## src/rtl/uer_pkg.sv

```systemverilog
// ----------------------------------------------------------------------------
// uer_pkg
// Shared types and constants of the ultrasonic echo ranger: measurement
// phases, controller states, register indexes and control/status bundles.
// ----------------------------------------------------------------------------
package uer_pkg;

    // distance result width and saturation value, 1/16 cm units
    localparam int unsigned DIST_W   = 15;
    localparam logic [DIST_W-1:0] DIST_MAX = 15'h7FFF;

    // configuration port
    localparam int unsigned CFG_IDX_W  = 2;
    localparam int unsigned CFG_DATA_W = 16;

    localparam logic [CFG_IDX_W-1:0] CFG_TRIGGER_TICKS = 2'd0;
    localparam logic [CFG_IDX_W-1:0] CFG_GAP_TICKS     = 2'd1;
    localparam logic [CFG_IDX_W-1:0] CFG_TICKS_PER_CM  = 2'd2;

    // register values after reset
    localparam logic [7:0]  RST_TRIGGER_TICKS = 8'd20;
    localparam logic [15:0] RST_GAP_TICKS     = 16'd50000;
    localparam logic [7:0]  RST_TICKS_PER_CM  = 8'd58;

    // phase of the measurement sequence
    typedef enum logic [2:0] {
        PH_IDLE = 3'd0,
        PH_TRIG = 3'd1,
        PH_WAIT = 3'd2,
        PH_MEAS = 3'd3,
        PH_GAP  = 3'd4
    } t_phase;

    // controller states
    typedef enum logic [1:0] {
        ST_RUN  = 2'd0,
        ST_DIV  = 2'd1,
        ST_LOAD = 2'd2
    } t_state;

    // controller to datapath commands
    typedef struct packed {
        logic step;       // apply one accepted tick to the sequence state
        logic load_step;  // load the output register with this tick's result
        logic div_start;  // launch the averaging divide
        logic load_done;  // load the output register with the done result
    } t_cmd;

    // datapath to controller status
    typedef struct packed {
        logic done_next;  // the tick on the inputs ends the sequence
        logic div_done;   // divide result ready
    } t_sts;

endpackage

```

## src/rtl/uer_div.sv

```systemverilog
// ----------------------------------------------------------------------------
// uer_div
// Restoring unsigned divider, one quotient bit per cycle, done pulse at end.
// ----------------------------------------------------------------------------
module uer_div
    import uer_pkg::*;
#(
    parameter int unsigned DVD_W = 23,
    parameter int unsigned DVS_W = 12
) (
    input  logic             i_clk,
    input  logic             i_rst_n,
    input  logic             i_start,
    input  logic [DVD_W-1:0] i_dividend,
    input  logic [DVS_W-1:0] i_divisor,
    output logic             o_done,
    output logic [DVD_W-1:0] o_quo
);

    localparam int unsigned CNT_W = (DVD_W > 1) ? $clog2(DVD_W) : 1;

    logic             r_busy;
    logic             r_done;
    logic [CNT_W-1:0] r_cnt;
    logic [DVS_W-1:0] r_rem;
    logic [DVS_W-1:0] r_dvs;
    logic [DVD_W-1:0] r_quo;

    logic [DVS_W:0]   w_shift;
    logic [DVS_W:0]   w_diff;
    logic             w_ge;

    // trial subtraction of the shifted partial remainder
    assign w_shift = {r_rem, r_quo[DVD_W-1]};
    assign w_diff  = w_shift - {1'b0, r_dvs};
    assign w_ge    = (w_shift >= {1'b0, r_dvs});

    // iteration control
    always_ff @(posedge i_clk) begin
        if (!i_rst_n) begin
            r_busy <= 1'b0;
            r_done <= 1'b0;
            r_cnt  <= '0;
        end else begin
            r_done <= 1'b0;
            if (i_start) begin
                r_busy <= 1'b1;
                r_cnt  <= '0;
            end else if (r_busy) begin
                r_cnt <= r_cnt + 1'b1;
                if (r_cnt == CNT_W'(DVD_W - 1)) begin
                    r_busy <= 1'b0;
                    r_done <= 1'b1;
                end
            end
        end
    end

    // remainder and quotient shift register
    always_ff @(posedge i_clk) begin
        if (i_start) begin
            r_rem <= '0;
            r_dvs <= i_divisor;
            r_quo <= i_dividend;
        end else if (r_busy) begin
            r_rem <= w_ge ? w_diff[DVS_W-1:0] : w_shift[DVS_W-1:0];
            r_quo <= {r_quo[DVD_W-2:0], w_ge};
        end
    end

    assign o_done = r_done;
    assign o_quo  = r_quo;

endmodule

```

## src/rtl/uer_dp.sv

```systemverilog
// ----------------------------------------------------------------------------
// uer_dp
// Datapath: configuration registers, measurement sequence state, echo width
// accumulation, averaging divide and the registered result.
// ----------------------------------------------------------------------------
module uer_dp
    import uer_pkg::*;
#(
    parameter int unsigned SAMPLES   = 5,
    parameter int unsigned ECHO_BITS = 16
) (
    input  logic                  i_clk,
    input  logic                  i_rst_n,
    input  t_cmd                  i_cmd,
    output t_sts                  o_sts,
    input  logic                  i_start_req,
    input  logic                  i_echo,
    input  logic                  i_cfg_we,
    input  logic [CFG_IDX_W-1:0]  i_cfg_index,
    input  logic [CFG_DATA_W-1:0] i_cfg_data,
    output logic                  o_trigger,
    output logic                  o_busy_res,
    output logic                  o_done_res,
    output logic [DIST_W-1:0]     o_distance
);

    localparam int unsigned IDX_W = $clog2(SAMPLES + 1);
    localparam int unsigned SUM_W = ECHO_BITS + $clog2(SAMPLES);
    localparam int unsigned DVD_W = SUM_W + 4;
    localparam int unsigned DVS_W = 8 + $clog2(SAMPLES + 1);
    localparam int unsigned CMP_W = (DVD_W > DIST_W) ? DVD_W : DIST_W;
    localparam logic [ECHO_BITS-1:0] WIDTH_MAX = '1;

    // configuration registers
    logic [7:0]           r_trig_ticks;
    logic [15:0]          r_gap_ticks;
    logic [7:0]           r_tpc;

    // sequence state
    t_phase               r_phase,  n_phase;
    logic [15:0]          r_timer,  n_timer;
    logic [ECHO_BITS-1:0] r_width,  n_width;
    logic [IDX_W-1:0]     r_idx,    n_idx;
    logic [SUM_W-1:0]     r_sum,    n_sum;
    logic [DIST_W-1:0]    r_dist_hold;
    logic                 n_trig;
    logic                 n_done;

    // result register
    logic                 r_out_trig;
    logic                 r_out_busy;
    logic                 r_out_done;
    logic [DIST_W-1:0]    r_out_dist;

    // divider hookup
    logic [DVD_W-1:0]     w_dividend;
    logic [DVS_W-1:0]     w_divisor;
    logic [DVD_W-1:0]     w_quo;
    logic                 w_div_done;
    logic [CMP_W-1:0]     w_quo_x;
    logic [DIST_W-1:0]    w_dist_sat;

    // configuration writes
    always_ff @(posedge i_clk) begin
        if (!i_rst_n) begin
            r_trig_ticks <= RST_TRIGGER_TICKS;
            r_gap_ticks  <= RST_GAP_TICKS;
            r_tpc        <= RST_TICKS_PER_CM;
        end else if (i_cfg_we) begin
            case (i_cfg_index)
                CFG_TRIGGER_TICKS: r_trig_ticks <= i_cfg_data[7:0];
                CFG_GAP_TICKS:     r_gap_ticks  <= i_cfg_data;
                CFG_TICKS_PER_CM:  r_tpc        <= i_cfg_data[7:0];
                default: ;
            endcase
        end
    end

    // next sequence state for one tick
    always_comb begin
        t_phase               ph;
        logic [15:0]          tmr;
        logic [15:0]          tmr_inc;
        logic [IDX_W-1:0]     idx;
        logic [SUM_W-1:0]     sum;

        ph      = r_phase;
        tmr     = r_timer;
        idx     = r_idx;
        sum     = r_sum;
        // start request only counts when idle
        if (r_phase == PH_IDLE && i_start_req) begin
            ph  = PH_TRIG;
            tmr = '0;
            idx = '0;
            sum = '0;
        end
        tmr_inc = tmr + 16'd1;

        n_phase = ph;
        n_timer = tmr;
        n_width = r_width;
        n_idx   = idx;
        n_sum   = sum;
        n_trig  = 1'b0;
        n_done  = 1'b0;

        case (ph)
            PH_TRIG: begin
                n_trig = 1'b1;
                if (tmr_inc >= {8'd0, r_trig_ticks}) begin
                    n_phase = PH_WAIT;
                    n_timer = '0;
                end else begin
                    n_timer = tmr_inc;
                end
            end
            PH_WAIT: begin
                if (i_echo) begin
                    n_width = ECHO_BITS'(1);
                    n_phase = PH_MEAS;
                end
            end
            PH_MEAS: begin
                if (i_echo) begin
                    if (r_width != WIDTH_MAX) begin
                        n_width = r_width + 1'b1;
                    end
                end else begin
                    n_sum   = sum + SUM_W'(r_width);
                    n_idx   = idx + 1'b1;
                    n_phase = PH_GAP;
                    n_timer = '0;
                end
            end
            PH_GAP: begin
                // timer saturates at the gap length
                if (tmr < r_gap_ticks) begin
                    n_timer = tmr_inc;
                end
                if (n_timer >= r_gap_ticks) begin
                    n_timer = '0;
                    if (idx >= IDX_W'(SAMPLES)) begin
                        n_done  = 1'b1;
                        n_phase = PH_IDLE;
                    end else begin
                        n_phase = PH_TRIG;
                    end
                end
            end
            default: begin
                n_phase = PH_IDLE;
            end
        endcase
    end

    // sequence state registers
    always_ff @(posedge i_clk) begin
        if (!i_rst_n) begin
            r_phase <= PH_IDLE;
            r_timer <= '0;
            r_width <= '0;
            r_idx   <= '0;
            r_sum   <= '0;
        end else if (i_cmd.step) begin
            r_phase <= n_phase;
            r_timer <= n_timer;
            r_width <= n_width;
            r_idx   <= n_idx;
            r_sum   <= n_sum;
        end
    end

    // averaging divide: 16 * sum / (ticks_per_cm * samples)
    assign w_dividend = {r_sum, 4'b0000};
    assign w_divisor  = DVS_W'(r_tpc) * DVS_W'(SAMPLES);

    uer_div #(
        .DVD_W (DVD_W),
        .DVS_W (DVS_W)
    ) u_div (
        .i_clk      (i_clk),
        .i_rst_n    (i_rst_n),
        .i_start    (i_cmd.div_start),
        .i_dividend (w_dividend),
        .i_divisor  (w_divisor),
        .o_done     (w_div_done),
        .o_quo      (w_quo)
    );

    // saturation, including the zero divisor case
    assign w_quo_x    = CMP_W'(w_quo);
    assign w_dist_sat = (r_tpc == 8'd0 || w_quo_x > CMP_W'(DIST_MAX))
                      ? DIST_MAX : w_quo_x[DIST_W-1:0];

    // held distance
    always_ff @(posedge i_clk) begin
        if (!i_rst_n) begin
            r_dist_hold <= '0;
        end else if (i_cmd.load_done) begin
            r_dist_hold <= w_dist_sat;
        end
    end

    // result register
    always_ff @(posedge i_clk) begin
        if (i_cmd.load_done) begin
            r_out_trig <= 1'b0;
            r_out_busy <= 1'b0;
            r_out_done <= 1'b1;
            r_out_dist <= w_dist_sat;
        end else if (i_cmd.load_step) begin
            r_out_trig <= n_trig;
            r_out_busy <= (n_phase != PH_IDLE);
            r_out_done <= 1'b0;
            r_out_dist <= r_dist_hold;
        end
    end

    assign o_sts.done_next = n_done;
    assign o_sts.div_done  = w_div_done;

    assign o_trigger  = r_out_trig;
    assign o_busy_res = r_out_busy;
    assign o_done_res = r_out_done;
    assign o_distance = r_out_dist;

    // a finishing tick leaves the sequence idle
    a_done_to_idle: assert property (@(posedge i_clk) disable iff (!i_rst_n)
        i_cmd.div_start |=> (r_phase == PH_IDLE))
        else $error("sequence not idle after the final gap");

    // held distance changes only with the done result
    a_hold_stable: assert property (@(posedge i_clk) disable iff (!i_rst_n)
        !i_cmd.load_done |=> $stable(r_dist_hold))
        else $error("held distance changed without a done result");

    // trigger level only reported inside a running sequence
    a_trig_busy: assert property (@(posedge i_clk) disable iff (!i_rst_n)
        (i_cmd.load_step && n_trig) |-> (n_phase != PH_IDLE))
        else $error("trigger reported while idle");

endmodule

```

## src/rtl/uer_ctrl.sv

```systemverilog
// ----------------------------------------------------------------------------
// uer_ctrl
// Controller: input and output handshakes, output register occupancy and
// sequencing of the averaging divide on the final tick.
// ----------------------------------------------------------------------------
module uer_ctrl
    import uer_pkg::*;
(
    input  logic i_clk,
    input  logic i_rst_n,
    input  logic i_valid,
    output logic o_stall,
    output logic o_valid,
    input  logic i_stall,
    output t_cmd o_cmd,
    input  t_sts i_sts
);

    t_state r_state, n_state;
    logic   r_out_valid, n_out_valid;
    logic   w_out_free;
    logic   w_accept;

    // output slot is free when empty or being taken this cycle
    assign w_out_free = !r_out_valid || !i_stall;

    // state register
    always_ff @(posedge i_clk) begin
        if (!i_rst_n) begin
            r_state     <= ST_RUN;
            r_out_valid <= 1'b0;
        end else begin
            r_state     <= n_state;
            r_out_valid <= n_out_valid;
        end
    end

    // next state and commands
    always_comb begin
        n_state  = r_state;
        o_cmd    = '0;
        w_accept = 1'b0;
        o_stall  = 1'b1;

        case (r_state)
            ST_RUN: begin
                o_stall  = !w_out_free;
                w_accept = i_valid && w_out_free;
                if (w_accept) begin
                    o_cmd.step = 1'b1;
                    if (i_sts.done_next) begin
                        o_cmd.div_start = 1'b1;
                        n_state         = ST_DIV;
                    end else begin
                        o_cmd.load_step = 1'b1;
                    end
                end
            end
            ST_DIV: begin
                if (i_sts.div_done) begin
                    n_state = ST_LOAD;
                end
            end
            ST_LOAD: begin
                if (w_out_free) begin
                    o_cmd.load_done = 1'b1;
                    n_state         = ST_RUN;
                end
            end
            default: begin
                n_state = ST_RUN;
            end
        endcase

        // output register occupancy
        if (o_cmd.load_step || o_cmd.load_done) begin
            n_out_valid = 1'b1;
        end else if (r_out_valid && !i_stall) begin
            n_out_valid = 1'b0;
        end else begin
            n_out_valid = r_out_valid;
        end
    end

    assign o_valid = r_out_valid;

    // divide only launched by an accepted tick
    a_div_on_accept: assert property (@(posedge i_clk) disable iff (!i_rst_n)
        o_cmd.div_start |-> (o_cmd.step && !o_cmd.load_step))
        else $error("divide launched without a transfer");

    // no tick taken while the divide runs
    a_no_step_in_div: assert property (@(posedge i_clk) disable iff (!i_rst_n)
        (r_state != ST_RUN) |-> !o_cmd.step)
        else $error("tick taken during the divide");

    // a result appears only after a load
    a_valid_from_load: assert property (@(posedge i_clk) disable iff (!i_rst_n)
        $rose(o_valid) |-> $past(o_cmd.load_step || o_cmd.load_done))
        else $error("result valid without a load");

endmodule

```

## src/rtl/ultrasonic_echo_ranger.sv

```systemverilog
// ----------------------------------------------------------------------------
// ultrasonic_echo_ranger
// Pulse-echo ranging sequencer: trigger, echo width count, averaging divide.
// ----------------------------------------------------------------------------
// Usage
//   Input channel (i_valid / o_stall): one transfer per microsecond tick with
//   the start request and the sampled echo level. Output channel (o_valid /
//   i_stall): exactly one result transfer per input tick, in order, carrying
//   trigger level, busy, done pulse and the held distance in 1/16 cm.
//   Config channel (i_cfg_valid / o_cfg_ready): index 0 trigger width,
//   1 gap length, 2 ticks per cm; ready is always high, writes act at once.
//   A taken tick's result is loaded into the result register, so ordinary
//   ticks run at one per cycle while the receiver does not stall. The tick
//   that ends the last gap starts a restoring divide instead; its result
//   passes through the ST_DIV and ST_LOAD states into the result register,
//   and no tick is taken while the divide runs.
//   Reset loads the default register values, idles the sequence and clears
//   the held distance. A stalled receiver holds the result register; a new
//   tick is taken only when that register is empty or being drained.
// ----------------------------------------------------------------------------
module ultrasonic_echo_ranger
    import uer_pkg::*;
#(
    parameter int unsigned SAMPLES   = 5,
    parameter int unsigned ECHO_BITS = 16
) (
    input  logic                  i_clk,
    input  logic                  i_rst_n,
    // input tick channel
    input  logic                  i_valid,
    output logic                  o_stall,
    input  logic                  i_start_req,
    input  logic                  i_echo,
    // result channel
    output logic                  o_valid,
    input  logic                  i_stall,
    output logic                  o_trigger,
    output logic                  o_busy_res,
    output logic                  o_done_res,
    output logic [DIST_W-1:0]     o_distance,
    // configuration write channel
    input  logic                  i_cfg_valid,
    output logic                  o_cfg_ready,
    input  logic [CFG_IDX_W-1:0]  i_cfg_index,
    input  logic [CFG_DATA_W-1:0] i_cfg_data
);

    t_cmd w_cmd;
    t_sts w_sts;

    // configuration always taken
    assign o_cfg_ready = 1'b1;

    // controller
    uer_ctrl u_ctrl (
        .i_clk   (i_clk),
        .i_rst_n (i_rst_n),
        .i_valid (i_valid),
        .o_stall (o_stall),
        .o_valid (o_valid),
        .i_stall (i_stall),
        .o_cmd   (w_cmd),
        .i_sts   (w_sts)
    );

    // datapath
    uer_dp #(
        .SAMPLES   (SAMPLES),
        .ECHO_BITS (ECHO_BITS)
    ) u_dp (
        .i_clk       (i_clk),
        .i_rst_n     (i_rst_n),
        .i_cmd       (w_cmd),
        .o_sts       (w_sts),
        .i_start_req (i_start_req),
        .i_echo      (i_echo),
        .i_cfg_we    (i_cfg_valid && o_cfg_ready),
        .i_cfg_index (i_cfg_index),
        .i_cfg_data  (i_cfg_data),
        .o_trigger   (o_trigger),
        .o_busy_res  (o_busy_res),
        .o_done_res  (o_done_res),
        .o_distance  (o_distance)
    );

endmodule
```

## config.mk

```make
export PLATFORM = sky130hd
export DESIGN_NAME = ultrasonic_echo_ranger
export DESIGN_NICKNAME = d
export VERILOG_FILES = /design/src/rtl/uer_pkg.sv /design/src/rtl/uer_div.sv /design/src/rtl/uer_dp.sv /design/src/rtl/uer_ctrl.sv /design/src/rtl/ultrasonic_echo_ranger.sv
export SDC_FILE = /design/constraint.sdc
export NUM_CORES = 1
export LEC_CHECK = 0
export BUFFER_PORTS_ARGS = -buffer_cell sky130_fd_sc_hd__buf_2
export CORE_UTILIZATION = 60
export DETAILED_ROUTE_END_ITERATION = 6
export PLACE_DENSITY = 0.82
export SLEW_MARGIN = 20
export SYNTH_ARGS = -nofsm -noshare
export SYNTH_HDL_FRONTEND = slang
export SYNTH_SLANG_ARGS = --single-unit
```

## constraint.sdc

```tcl
create_clock -name i_clk -period 12.1 [get_ports i_clk]
set_input_delay 0 -clock i_clk [delete_from_list [all_inputs] [get_ports i_clk]]
set_output_delay 0 -clock i_clk [all_outputs]
set_load 0.02 [all_outputs]
```

Word-level counts from Yosys, hierarchy flattened
Cells that the tools add are included.
Widths: inputs -> output; s select.
Storage, ports and cells
  flip-flop bits (word level): 177
  latch bits: 0
  memory bits (writable): 0
  ROM bits: 0
  output and inout port bits: 21
  word-level logic and storage cells: 131
  memories kept: 0
Cells by class
  add/subtract/negate cells: 6
  $mul: 1
  div/mod/pow operators: 0
  $lt $le $gt $ge: 6
  equality and inequality tests: 17
  shift-type cells: 0
  mux-type cells: 52
  bitwise operators: 2
  reductions and logical operators: 25
Operator list (count)
  $mux 16: 9
  $mux 19: 3
  $pmux 16 s3: 1
  $mux 23: 2
  $mux 15: 3
  $add 16x1->16 const B: 2
  $pmux 16 s2: 1
  $mux 3: 10
  $gt 23x15->1 const B: 1
  $add 19x16->19: 1
  $ge 16x16->1: 1
  $ge 16x8->1: 1
  $lt 16x16->1: 1
  $mux 1: 16
  $ne 16x16->1 const B: 1
  $ge 12x11->1: 1
  $pmux 3 s4: 1
  $mul 8x3->11 const B: 1
  $mux 11: 1
  $sub 11x11->11: 1
  $ne 2x1->1 const B: 5
  $logic_not 8->1: 1
  $mux 2: 4
  $reduce_bool 2->1: 4
  23 further kinds: 37

Depth between registers and ports, before layout
  depth after elaboration: 14
  depth in mapped cells: 28

Hierarchy
Synthesis repeated with hierarchy kept, for this count alone.
Unflattened totals
  cell total of the unflattened synthesis: 1180
  area, all modules: 10730.3 µm²
Modules (own cells, without submodules)
  uer_dp: times used 1, cells an instance 903, area an instance 7604.8 µm²
  uer_div: times used 1, cells an instance 255, area an instance 2919.0 µm²
  uer_ctrl: times used 1, cells an instance 20, area an instance 195.2 µm²
  ultrasonic_echo_ranger: times used 1, cells an instance 2, area an instance 11.3 µm²

Worst setup path after synthesis
OpenSTA, ideal clock, no wires.
  path type: flip-flop to flip-flop
  from: reg u_dp.r_phase[2]
  to: reg u_dp.u_div.r_dvs[0] (enable)
  data arrival time: 5.736 ns
  data required time: 11.720 ns
  slack: 5.984 ns
  cell stages (with the launch flop): 26
  buffers on the path: 7
  period minus slack after synthesis: 6.116 ns
  cell sequence: dfxtp_1 buf_6 or4b_4 buf_6 buf_2 clkbuf_1 nand2_1 inv_1 ha_1 a21o_1 a21oi_1 o211ai_1 o311a_1 o31ai_4 buf_6 nand2_1 xnor2_1 and2_1 ha_1 and4_1 nand2_1 a2111oi_0 or4_1 and4_1 clkbuf_1 clkbuf_1
RTL lines
  start, declared: RTL line uer_dp.sv:40  | t_phase r_phase, n_phase;
  start signal, assigned: RTL line uer_dp.sv:166  | r_phase <= n_phase;
  end signal, assigned: RTL line uer_div.sv:63  | r_dvs <= i_divisor;
  end, declared: RTL line uer_div.sv:26  | logic [DVS_W-1:0] r_dvs;

Final worst setup path
  from: reg u_dp.r_phase[0]
  to: reg u_dp.u_div.r_quo[18], in the netlist u_dp.u_div.o_quo[18] (enable)
Between the ends
  word-level cells in the longest chain between the ends: 13
  elaborated cells between the ends (all ways): 19
Ends and longest elaborated chain
  $logic_not 3->1: RTL line uer_dp.sv:92  | if (r_phase == PH_IDLE && i_start_req) begin
  $logic_and 1x1->1: RTL line uer_dp.sv:92
  $mux 16: RTL line uer_dp.sv:92
  $add 16x1->16 or $lt 16x16->1 (tied branches): RTL line uer_dp.sv:98, uer_dp.sv:138
  $mux 16: RTL line uer_dp.sv:138  | if (tmr < r_gap_ticks) begin
  $mux 16: RTL line uer_dp.sv:108  | case (ph)
  $ge 16x16->1: RTL line uer_dp.sv:141  | if (n_timer >= r_gap_ticks) begin
  $mux 1: RTL line uer_dp.sv:141
  $mux 1 *: RTL line uer_dp.sv:108
  $mux 1 *: RTL line uer_ctrl.sv:51  | if (i_sts.done_next) begin
  $mux 3 *: RTL line uer_ctrl.sv:49  | if (w_accept) begin
  $mux 3 *: RTL line uer_ctrl.sv:45  | case (r_state)
  $reduce_bool 2->1 (no line) *
  end signal, assigned: RTL line uer_div.sv:64  | r_quo <= i_dividend;
  end signal, assigned: RTL line uer_div.sv:67  | r_quo <= {r_quo[DVD_W-2:0], w_ge};
  end, declared: RTL line uer_div.sv:27  | logic [DVD_W-1:0] r_quo;
Mark *: on every way between the ends. The rest lies on a longest branch, timed or not. The select of a mux whose other input is x is not followed.
A chain may end at the register's enable or synchronous reset.

==> flow_metrics.tcl <==
set metrics [dict create \
    drive_gt1_frac 0.08368 \
    wirelength_um 23780 \
    crit_path_max_fanout 68 \
    multiInputGateArea_mm2 0.005818 \
    skew_ns 0.01388 \
    synth-async-reset-ratio 0 \
    final_hold_viol_count 0 \
    switchingPower_mw 0.3565 \
    grt_pass1_vias 8042 \
    clockBufferDepth 2 \
    power_frac_clock 0.433 \
    num_rows 47 \
    wl_met3_um 1477 \
    cp.arrival_ns 7.28 \
    synth-edff-count 45 \
    area_growth_syn_to_layout_pct 10.73 \
    drt-initial-drc-count 884 \
    setup_viol_count_final 0 \
    layout.cells.non_filler 1439 \
    antenna_found_initial 0 \
    pre_cts_ws_ns 5.008 \
    wl_per_cell_um 16.52 \
    ys.flop_type "dfxtp_1" \
    synth-seq-area-share 0.3880 \
    post_cts_resized 0 \
    initial_core_util 0.6184 \
    seqCellArea_mm2 0.003994 \
    vias 8653 \
    vias_per_cell 6.013 \
    io_pins 46 \
    fmax_mhz 139.0 \
    tns_ns 0 \
    core_mm2 0.01664 \
    switching_share 0.2711 \
    rsz0062_at_grt "no" \
    mostFrequentLayoutCells "nand2_1, dfxtp_1, nor2_1" \
    clk_pin_slew_worst_paths_ns 0.07 \
    synth.avg_cell_area_um2 8.752 \
    peakVddDrop_uv 106.9 \
    cp.required_ns 12.19 \
    yosys_warnings 0 \
    grt_pass1_wl_um 39120 \
    finalNetCount 1317 \
    gp_congestion 0.9375 \
    ys_types 75 \
    met2_wirelength_um 10990 \
    track_usage 0.2763 \
    grt_start_max_net_pins 69 \
    cts_tree "done" \
    h-tree-depth 4 \
    relSlewSlack 0.3549 \
    dpl.hpwl_um 16440 \
    drc 0 \
    highest_layer "met4" \
    diodes 0 \
    ant_nets 0 \
    post-route-period-util 0.5945 \
    p_int_mw 0.9585 \
    critical_path_class "reg2reg" \
    port_buffers 44 \
    power.leakage_nw 4.829 \
    layout_setup_ws_ns 4.907 \
    syn_nets 1287 \
    clock-root-buffer "clkbuf_16" \
    holdWs_ns 0.05534 \
    endpoint_kind "flip-flop" \
    ys_ff_latch 177 \
    cts_buffers 17 \
    die_h_um 133.0 \
    cts.sinks 177 \
    slew_violations 0 \
    sequentialPowerShare 0.478 \
    cp-start-kind "flip-flop" \
    status "completed" \
    wl_met1_um 10890 \
    place_inst 1390 \
    worst_pin_slew_ns 0.9677 \
    utilization 0.6848 \
    synth_cells 1176 \
    combPwrFrac 0.089 \
    timing.max_cap.violations 0 \
    dieArea_mm2 0.01768 \
    final_common_cell "nand2_1" \
    drtPass1Iterations 5 \
    p_per_area_mw_per_mm2 115.4 \
    finalCriticalPeriod_ns 7.193 \
    clock_latency_ns 0.44 \
    syn_area_mm2 0.01029 \
    die_w_um 133.0 \
    hold_path.class "in2reg" \
    n_fill_cell 1282 \
    grt-ovfl-total 0 \
]
[what timing repair did]
item / in CTS / in global routing
setup buffers: 0 / 0
hold buffers: 17 / 0
hold endpoints to repair: 34 / 0
[Yosys cell counts, types with 5 or more instances]
master / n / area [µm²]
a211oi_1: 25 / 187.7
a21o_1: 20 / 150.1
a21oi_1: 64 / 320.3
a22oi_1: 6 / 45.04
a31oi_1: 10 / 62.56
and2_1: 44 / 275.3
and3_1: 13 / 81.33
and4_1: 7 / 61.31
clkbuf_1: 45 / 168.9
dfxtp_1: 132 / 2643
edfxtp_1: 45 / 1351
ha_1: 83 / 1039
inv_1: 63 / 236.5
mux2i_1: 20 / 200.2
nand2_1: 139 / 521.8
nand2b_1: 5 / 31.28
nand3_1: 28 / 140.1
nand4_1: 23 / 143.9
nor2_1: 114 / 427.9
nor2b_1: 8 / 50.05
nor3_1: 25 / 125.1
nor3b_1: 5 / 37.54
nor4_1: 7 / 43.79
o211ai_1: 15 / 112.6
o21a_1: 10 / 75.07
o21ai_0: 47 / 235.2
o21bai_1: 8 / 60.06
o22a_1: 15 / 131.4
or3_1: 6 / 37.54
xnor2_1: 30 / 262.8
xor2_1: 23 / 201.4
[stage by stage]
stage / instance area, µm² / power, mW
global route: 11400 / 1.358
global placement: 10600 / 0.7489
floorplan: 10290 / 0.7173
finish: 11400 / 1.315
detailed placement: 10600 / 0.7513
CTS: 11400 / 1.318
[layout make-up]
class,count,area share
Multi-Input combinational cell,878,0.5105
Sequential cell,177,0.3504
Timing Repair Buffer,69,0.03952
Clock buffer,18,0.03766
Tap cell,220,0.02415
Inverter,63,0.02075
Clock inverter,14,0.01702
[path summary, 6_finish.rpt]
check / from / endpoint / slack (ns) / cells after the start
max: u_dp.r_phase[0] / u_dp.u_div.o_quo[18] / 4.91 / 20
min: i_echo / u_dp.r_phase[1] / 0.06 / 5
max reg2reg: u_dp.r_phase[0] / u_dp.u_div.o_quo[18] / 4.91 / 20
min reg2reg: u_dp.r_gap_ticks[3] / u_dp.r_gap_ticks[3] / 0.46 / 2
[power groups by stage]
stage,Combinational [mW],Sequential [mW],Clock [mW]
3_5_place_dp,0.110,0.641,0
4_1_cts,0.115,0.628,0.576
6_report,0.118,0.628,0.569
2_1_floorplan,0.0770,0.640,0
5_1_grt,0.129,0.629,0.599
3_3_place_gp,0.108,0.641,0
[state kept, by name, indices dropped and copies added (netlist names)]
register / cells
u_ctrl.o_valid: 1
u_ctrl.r_state: 2
u_dp.o_busy_res: 1
u_dp.o_distance: 15
u_dp.o_done_res: 1
u_dp.o_trigger: 1
u_dp.r_dist_hold: 15
u_dp.r_gap_ticks: 16
u_dp.r_idx: 3
u_dp.r_phase: 3
u_dp.r_sum: 19
u_dp.r_timer: 16
u_dp.r_tpc: 8
u_dp.r_trig_ticks: 8
u_dp.r_width: 16
u_dp.u_div.o_done: 1
u_dp.u_div.o_quo: 23
u_dp.u_div.r_busy: 1
u_dp.u_div.r_cnt: 5
u_dp.u_div.r_dvs: 11
u_dp.u_div.r_rem: 11
[cell families after synthesis]
group	synth area share
flip-flops	0.3880
AO/OA/AOI/OAI	0.1751
multiplexers	0.02383
adder cells (fa/ha/maj)	0.1067
AND/OR/NAND/NOR	0.2130
other	0.0003643
XOR/XNOR	0.04510
buffers and inverters	0.04790
[metal layers]
metal | up-vias | track usage
met3 | 39 | 0.05556
met5 | - | 0
met2 | 282 | 0.4415
met4 | 0 | 0.09451
li1 | 4272 | -
met1 | 4060 | 0.3717
[worst max-delay path, cell delays in order, from the launching register on]
cell and delay (ns):
dfxtp_1 0.46, or4b_4 0.83, nand2_1 0.22, inv_1 0.06, ha_1 0.30, a21o_1 0.17
a21oi_1 0.20, o211ai_1 0.12, o311a_1 0.37, o31ai_4 0.78, nand2_1 0.15, xnor2_1 0.19
and2_1 0.18, ha_1 0.28, and4_1 0.23, nand2_1 0.06, a2111oi_0 0.65, or4_1 0.30
and4_2 0.24, buf_4 0.51, or2_2 0.51
(Power assumes the default switching activity.)
